## config.mk

```make
export PLATFORM = sky130hd
export DESIGN_NAME = ncwr_ctrl
export DESIGN_NICKNAME = d
export VERILOG_FILES = /design/src/rtl/ncwr_pkg.sv /design/src/rtl/ncwr_ctrl.sv
export VERILOG_INCLUDE_DIRS = /design/src /design/src/rtl
export SDC_FILE = /design/constraint.sdc
export NUM_CORES = 1
export LEC_CHECK = 0
export BUFFER_PORTS_ARGS = -buffer_cell sky130_fd_sc_hd__buf_2
export CAP_MARGIN = 20
export CORE_ASPECT_RATIO = 1.25
export CORE_MARGIN = 2
export CORE_UTILIZATION = 30
export DETAILED_ROUTE_END_ITERATION = 8
export PLACE_DENSITY = 0.52
export SYNTH_ARGS = -nofsm -noshare
export SYNTH_HDL_FRONTEND = slang
export SYNTH_SLANG_ARGS = --single-unit
```

## constraint.sdc

```tcl
create_clock -name aclk -period 6.4 [get_ports aclk]
set_clock_uncertainty 0.2 [all_clocks]
set_input_delay 1.6 -clock aclk [delete_from_list [all_inputs] [get_ports aclk]]
set_output_delay 1.6 -clock aclk [all_outputs]
set_load 0.02 [all_outputs]
```

## src/rtl/nearest_center_within_radius_unit_defines.svh

```systemverilog
// assertion macros shared by the ncwr modules
`ifndef NEAREST_CENTER_WITHIN_RADIUS_UNIT_DEFINES_SVH
`define NEAREST_CENTER_WITHIN_RADIUS_UNIT_DEFINES_SVH

// consequent checked in the same cycle
`define NCWR_ASSERT_SAME(label, clk, rstn, ante, cons) \
    label: assert property (@(posedge clk) disable iff (!rstn) (ante) |-> (cons)) \
        else $error("ncwr check failed");

// consequent checked in the cycle after the antecedent
`define NCWR_ASSERT_NEXT(label, clk, rstn, ante, cons) \
    label: assert property (@(posedge clk) disable iff (!rstn) (ante) |=> (cons)) \
        else $error("ncwr check failed");

`endif

```

## src/rtl/ncwr_pkg.sv

```systemverilog
package ncwr_pkg;

    localparam int MAX_CENTERS = 256;
    localparam int MAX_DIMS    = 3;
    localparam int MAX_VALUES  = 4;
    localparam int COORD_BITS  = 16;

    localparam int CENTER_BITS = 8;
    localparam int SLOT_BITS   = 2;
    localparam int COUNT_BITS  = 9;
    localparam int DIMS_BITS   = 2;
    localparam int NVAL_BITS   = 3;
    localparam int VALUE_BITS  = 32;
    localparam int DIST_BITS   = 34;
    localparam int SQ_BITS     = 2 * COORD_BITS + 1;
    localparam int CRD_BITS    = MAX_DIMS * COORD_BITS;
    localparam int VADDR_BITS  = CENTER_BITS + SLOT_BITS;
    localparam int ACT_BITS    = 2;

    localparam int CFG_BITS     = 34;
    localparam int CFG_IDX_BITS = 2;

    localparam logic [ACT_BITS-1:0] ACT_COORD = 2'd0;
    localparam logic [ACT_BITS-1:0] ACT_VALUE = 2'd1;
    localparam logic [ACT_BITS-1:0] ACT_QUERY = 2'd2;

    localparam logic [CFG_IDX_BITS-1:0] REG_CENTERS = 2'd0;
    localparam logic [CFG_IDX_BITS-1:0] REG_DIMS    = 2'd1;
    localparam logic [CFG_IDX_BITS-1:0] REG_VALUES  = 2'd2;
    localparam logic [CFG_IDX_BITS-1:0] REG_RADIUS  = 2'd3;

    localparam logic [COUNT_BITS-1:0] CENTERS_RESET = 9'd0;
    localparam logic [DIMS_BITS-1:0]  DIMS_RESET    = 2'd2;
    localparam logic [NVAL_BITS-1:0]  VALUES_RESET  = 3'd1;
    localparam logic [DIST_BITS-1:0]  RADIUS_RESET  = 34'd65536;

    typedef struct packed {
        logic                   write_coord;
        logic                   write_value;
        logic                   latch_query;
        logic                   scan_issue;
        logic [CENTER_BITS-1:0] scan_idx;
        logic                   value_read;
        logic [SLOT_BITS-1:0]   value_slot;
        logic                   load_out;
        logic                   out_last;
    } ctrl_cmd_t;

    typedef struct packed {
        logic pipe_busy;
        logic out_free;
    } dp_status_t;

endpackage

```

## src/rtl/ncwr_ctrl.sv

```systemverilog
`include "nearest_center_within_radius_unit_defines.svh"

module ncwr_ctrl (
    input  logic                           aclk,
    input  logic                           aresetn,
    input  logic                           s_valid,
    output logic                           s_ready,
    input  logic [ncwr_pkg::ACT_BITS-1:0]  action,
    input  logic [ncwr_pkg::COUNT_BITS-1:0] nc_eff,
    input  logic [ncwr_pkg::NVAL_BITS-1:0] nv_eff,
    input  ncwr_pkg::dp_status_t           status,
    output ncwr_pkg::ctrl_cmd_t            cmd
);

    import ncwr_pkg::*;

    typedef enum logic [2:0] {
        ST_IDLE,
        ST_SCAN,
        ST_DRAIN,
        ST_EMIT_RD,
        ST_EMIT_LD
    } state_t;

    state_t                 state_reg, state_next;
    logic [CENTER_BITS-1:0] idx_reg, idx_next;
    logic [SLOT_BITS-1:0]   k_reg, k_next;
    logic                   k_last;

    assign s_ready = (state_reg == ST_IDLE);
    assign k_last  = (NVAL_BITS'(k_reg) == nv_eff - NVAL_BITS'(1));

    always_comb begin
        state_next = state_reg;
        idx_next   = idx_reg;
        k_next     = k_reg;
        cmd        = '0;
        cmd.scan_idx   = idx_reg;
        cmd.value_slot = k_reg;
        cmd.out_last   = k_last;
        unique case (state_reg)
            ST_IDLE: begin
                if (s_valid) begin
                    unique case (action)
                        ACT_COORD: cmd.write_coord = 1'b1;
                        ACT_VALUE: cmd.write_value = 1'b1;
                        ACT_QUERY: begin
                            cmd.latch_query = 1'b1;
                            idx_next = '0;
                            k_next   = '0;
                            state_next = (nc_eff == '0) ? ST_EMIT_RD : ST_SCAN;
                        end
                        default: ;
                    endcase
                end
            end
            ST_SCAN: begin
                cmd.scan_issue = 1'b1;
                if (COUNT_BITS'(idx_reg) == nc_eff - COUNT_BITS'(1)) begin
                    state_next = ST_DRAIN;
                end else begin
                    idx_next = idx_reg + CENTER_BITS'(1);
                end
            end
            ST_DRAIN: begin
                if (!status.pipe_busy) begin
                    state_next = ST_EMIT_RD;
                end
            end
            ST_EMIT_RD: begin
                if (status.out_free) begin
                    cmd.value_read = 1'b1;
                    state_next = ST_EMIT_LD;
                end
            end
            ST_EMIT_LD: begin
                cmd.load_out = 1'b1;
                if (k_last) begin
                    state_next = ST_IDLE;
                end else begin
                    k_next = k_reg + SLOT_BITS'(1);
                    state_next = ST_EMIT_RD;
                end
            end
            default: state_next = ST_IDLE;
        endcase
    end

    always_ff @(posedge aclk) begin
        if (!aresetn) begin
            state_reg <= ST_IDLE;
            idx_reg   <= '0;
            k_reg     <= '0;
        end else begin
            state_reg <= state_next;
            idx_reg   <= idx_next;
            k_reg     <= k_next;
        end
    end

    `NCWR_ASSERT_SAME(a_scan_in_range, aclk, aresetn, state_reg == ST_SCAN, COUNT_BITS'(idx_reg) < nc_eff)
    `NCWR_ASSERT_SAME(a_read_when_free, aclk, aresetn, cmd.value_read, status.out_free)
    `NCWR_ASSERT_NEXT(a_last_back_idle, aclk, aresetn, cmd.load_out && cmd.out_last, s_ready)

endmodule

```

# [Yosys cells after proc, flatten, opt, wreduce, memory -nomap -nowiden]
# Index checks and enable logic that the tools add are counted.
[totals] output_inout_bits=18 regBits=13
[classes] n_addsub=4 reduce_logical=8 muxes=25 eq_ne=15
[op_table] operator="8-bit 2-to-1 mux" n=3
[op_table] operator="3-bit 2-to-1 mux" n=7
[op_table] operator="8-bit case mux with 2 select lines" n=1
[op_table] operator="3-bit case mux with 5 select lines" n=1
[op_table] operator="2-bit != test, second input constant" n=6
[op_table] operator="2-bit 2-to-1 mux" n=5
[op_table] operator="8-bit by 9-bit equality test with 1-bit output" n=1
[op_table] operator="9-bit zero test" n=1
[op_table] operator="9-bit by 1-bit subtractor with 9-bit output, second input constant" n=1
[op_table] operator="8-bit by 1-bit adder with 8-bit output, second input constant" n=1
[op_table] operator="4-bit AND reduction" n=2
[op_table] operator="1-bit 2-to-1 mux" n=7
[op_table] operator="3-bit by 2-bit equality test with 1-bit output, second input constant" n=2
[op_table] operator="5-bit AND reduction" n=1
[op_table] operator="2-bit case mux with 2 select lines" n=1
[op_table] operator="2-bit nonzero test" n=2
[op_table] operator="2-bit by 3-bit equality test with 1-bit output" n=1
[op_table] operator="3-bit by 1-bit equality test with 1-bit output, second input constant" n=1
[op_table] operator="3-bit equality test, second input constant" n=1
[op_table] operator="3-bit zero test" n=1
[op_table] operator="3-bit by 1-bit subtractor with 3-bit output, second input constant" n=1
[op_table] operator="2-bit by 1-bit adder with 2-bit output, second input constant" n=1
[op_table] operator="2-bit by 1-bit equality test with 1-bit output, second input constant" n=1
[op_table] operator="2-bit equality test, second input constant" n=1
[op_table] operator="2 further kinds" n=2

# [Longest topological paths before layout]
[depth] ltp_word=5 depth_mapped=9 mapped_depth_nobuf=8

# [Worst setup path before layout]
# No wires, ideal clock.
[synth_timing] path_kind="input -> output" start="in nv_eff[0] (netlist bit)" end="out cmd[0] (netlist bit)" path_stages=5 arrival_time_ps=2562 required_time_ps=4600 setup_slack_ps=2038 path_cell_list="inv_1 ha_1 xnor2_1 nor3_1 buf_4"
[synth_via] elab_chain_len=2
[synth_lines] item="start, declared" line_no="ncwr_ctrl.sv:10" rtl="input logic [ncwr_pkg::NVAL_BITS-1:0] nv_eff,"
[synth_lines] item="3-bit by 1-bit subtractor with 3-bit output" line_no="ncwr_ctrl.sv:31" rtl="assign k_last = (NVAL_BITS'(k_reg) == nv_eff - NVAL_BITS'(1));"
[synth_lines] item="2-bit by 3-bit equality test with 1-bit output" line_no="ncwr_ctrl.sv:31"
[synth_lines] item="end, declared" line_no="ncwr_ctrl.sv:12" rtl="output ncwr_pkg::ctrl_cmd_t cmd"
# Every way passes these cells.

==> metrics.txt <==
status finished, final reports clean; share of the synthesized area in the top cell type 22.73%; critical path's slowest cell nor3_1; CTS Buf Count 3; final net count 191; clock sink count 13; Hold Crit Class flop to flop; PortBufs 36; crit path DAT 2790 ps; reg2reg setup slack 3790 ps; initial antenna violation count 0; critical path class input port to primary output; Worst Hold Depth 2; Finished Core Util 36.20%; syn_area_per_cell 8.544 um2; Yosys top cell by area dfxtp_1; worst flop-to-flop path startpoint idx_reg[2]; Fin Setup TNS 0 ps; Total GRT Usage 13.00%; Req. time, crit path 4600 ps; Final period util 71.65%; Die Y 73.07 um; Pre-antenna DRT Iters 4; PwrDens 250.5 nW/um2; share of cells above drive strength 1 30.54%; Starting DRT DRC Count 37; vias in the first global route 1037; # hold bufs at CTS 0; fin crit period 4586 ps; H-tree depth 1; relative slew slack 56.71%; Rows 25; wire per inst 12.65 um; routed vias 1100; die width 59.26 um; die footprint 4329 um2; first-pass GRT wire length 4464 um; Root Driver clkbuf_8; post-route ant nets 0; dpl ws 1805 ps; core area 3722 um2; routability cong. 0.7515; number of synthesized register bits 13; max FFs per register 8; total number of yosys warnings 0; max-slew violations 0; top cells by area, synth dfxtp_1, xnor2_1, a21oi_1; DR vias/cell 5.314; Worst-Skew Late Latency 240 ps; count leader, synth dfxtp_1; Final Hold Fails 0; Worst R2R Path Depth 6; post-synth cell types 52; Post-synth top flop dfxtp_1; post-synthesis sequential area ratio 22.73%; setup repair bufs after CTS 0; DRC viols 0; Leakage 0.5884 nW; maximum vdd ir drop 0.00009554 V; final setup fails 0; min-delay src idx_reg[7]; async set-reset flop share out of synthesis 0%; synth cell count leaders dfxtp_1, a21oi_1, xnor2_1, inv_1, nor2_1; Tightest Pin Transition 649.3 ps; CP startpoint kind input port; synth-to-layout area growth 17.70%; Synth Cell Area 1145 um2; crit end category primary output; post_cts resized 0; FF-to-FF End idx_reg[3]; syn_nets 157; Pwr Total 0.0003376 W; largest net degree at the start of global routing 18; RSZ-0062 raised after global routing no; max-cap violations 0; Hold EP idx_reg[7]; max incr delay on CP 390 ps; CP dominant cell by count buf_2; CP cell instances buf_2 -> inv_1 -> ha_1 -> xnor2_1 -> nor3_1 -> buf_2; TritonCTS clock tree yes; final worst slack 1814 ps; Initial Utilization 30.76%; EDFF count, synth 0; final wirelength 2618 um; largest fanout on the critical path 5; ANT cells 0; clk buf depth 2; Synth Instances 134; total congestion overflow 0; # IOs 37; CTS clk-pin slew, worst paths 60 ps; fmax 218.1 MHz; DP HPWL 2008 um
[cells in the final DEF (no fill, tap or decap), drive strengths merged, types with 2 or more instances in the layout]
master,netlist,final
inv,6,6
o211ai,3,3
buf,4,36
nand2b,2,2
nor2b,3,3
o21a,2,2
nand2,5,5
a21oi,11,11
xnor2,7,7
ha,4,4
or3,4,4
nand4,3,3
a21boi,2,2
o21ai,5,5
and3,2,2
clkbuf,3,4
nor3,6,6
and4b,2,2
or4,5,5
and2,4,4
nand3,5,5
o31ai,4,4
nor3b,2,2
xor2,5,5
dfxtp,13,13
nor2,6,6
[layer usage]
| metal | GRT usage [%] | routed length, um | vias to the layer above |
|---|---|---|---|
| met5 | 0 | 0 | - |
| met4 | 4.545 | 12 | 0 |
| met3 | 1.596 | 129 | 2 |
| met2 | 23.32 | 1304 | 29 |
| met1 | 15.50 | 1172 | 507 |
| li1 | - | - | 562 |
[critical path: cells and delay by family]
| family | cells | cell delay (ps) |
|---|---|---|
| AND/OR/NAND/NOR | 1 | 390 |
| XOR/XNOR | 1 | 120 |
| adder cells (fa/ha/maj) | 1 | 290 |
| buffers and inverters | 3 | 380 |
[worst max-delay path by stage]
stage                   start  endpoint  slack (ps)
global placement    nv_eff[0]    cmd[0]        1860
detailed placement  nv_eff[0]    cmd[0]        1800
floorplan           nv_eff[0]    cmd[0]        2040
global route        nv_eff[0]    cmd[0]        1720
finish              nv_eff[0]    cmd[0]        1810
CTS                 nv_eff[0]    cmd[0]        1800
[kinds of logic (layout without fill, tap and decap cells)]
| family | after synthesis | in the layout | share of synthesized area (%) |
|---|---|---|---|
| compound gates | 30 | 30 | 17.49 |
| buf+inv | 13 | 46 | 8.306 |
| xor+xnor | 12 | 12 | 9.180 |
| flops | 13 | 13 | 22.73 |
| simple gates | 60 | 60 | 36.07 |
| fa+ha+maj | 4 | 4 | 4.372 |
| mux | 2 | 2 | 1.858 |
[cell type report]
cell class                 instances  area (um2)
multi-input combinational        108       789.5
clock buffer                       4       45.04
tap                               40       50.05
inverter                           6       22.52
fill                             408        2375
sequential                        13       260.3
timing repair buffer              36       180.2
[report_power, final]
part           internal [W]  switching (W)  total (W)
Combinational     0.0000633      0.0000855   0.000149
Clock             0.0000438      0.0000274  0.0000713
Sequential        0.0000915      0.0000261   0.000118
Total              0.000199       0.000139   0.000338
[through the flow]
step / instances / hold slack [ps] / instance area, um2
3_3_place_gp: 203 / 317.0 / 1303
6_report: 207 / 335.2 / 1348
5_1_grt: 207 / 377.6 / 1348
3_5_place_dp: 203 / 337.5 / 1303
4_1_cts: 207 / 347.1 / 1348
2_1_floorplan: 134 / 386.1 / 1145
Note: power is estimated with default switching activity, not from simulation.
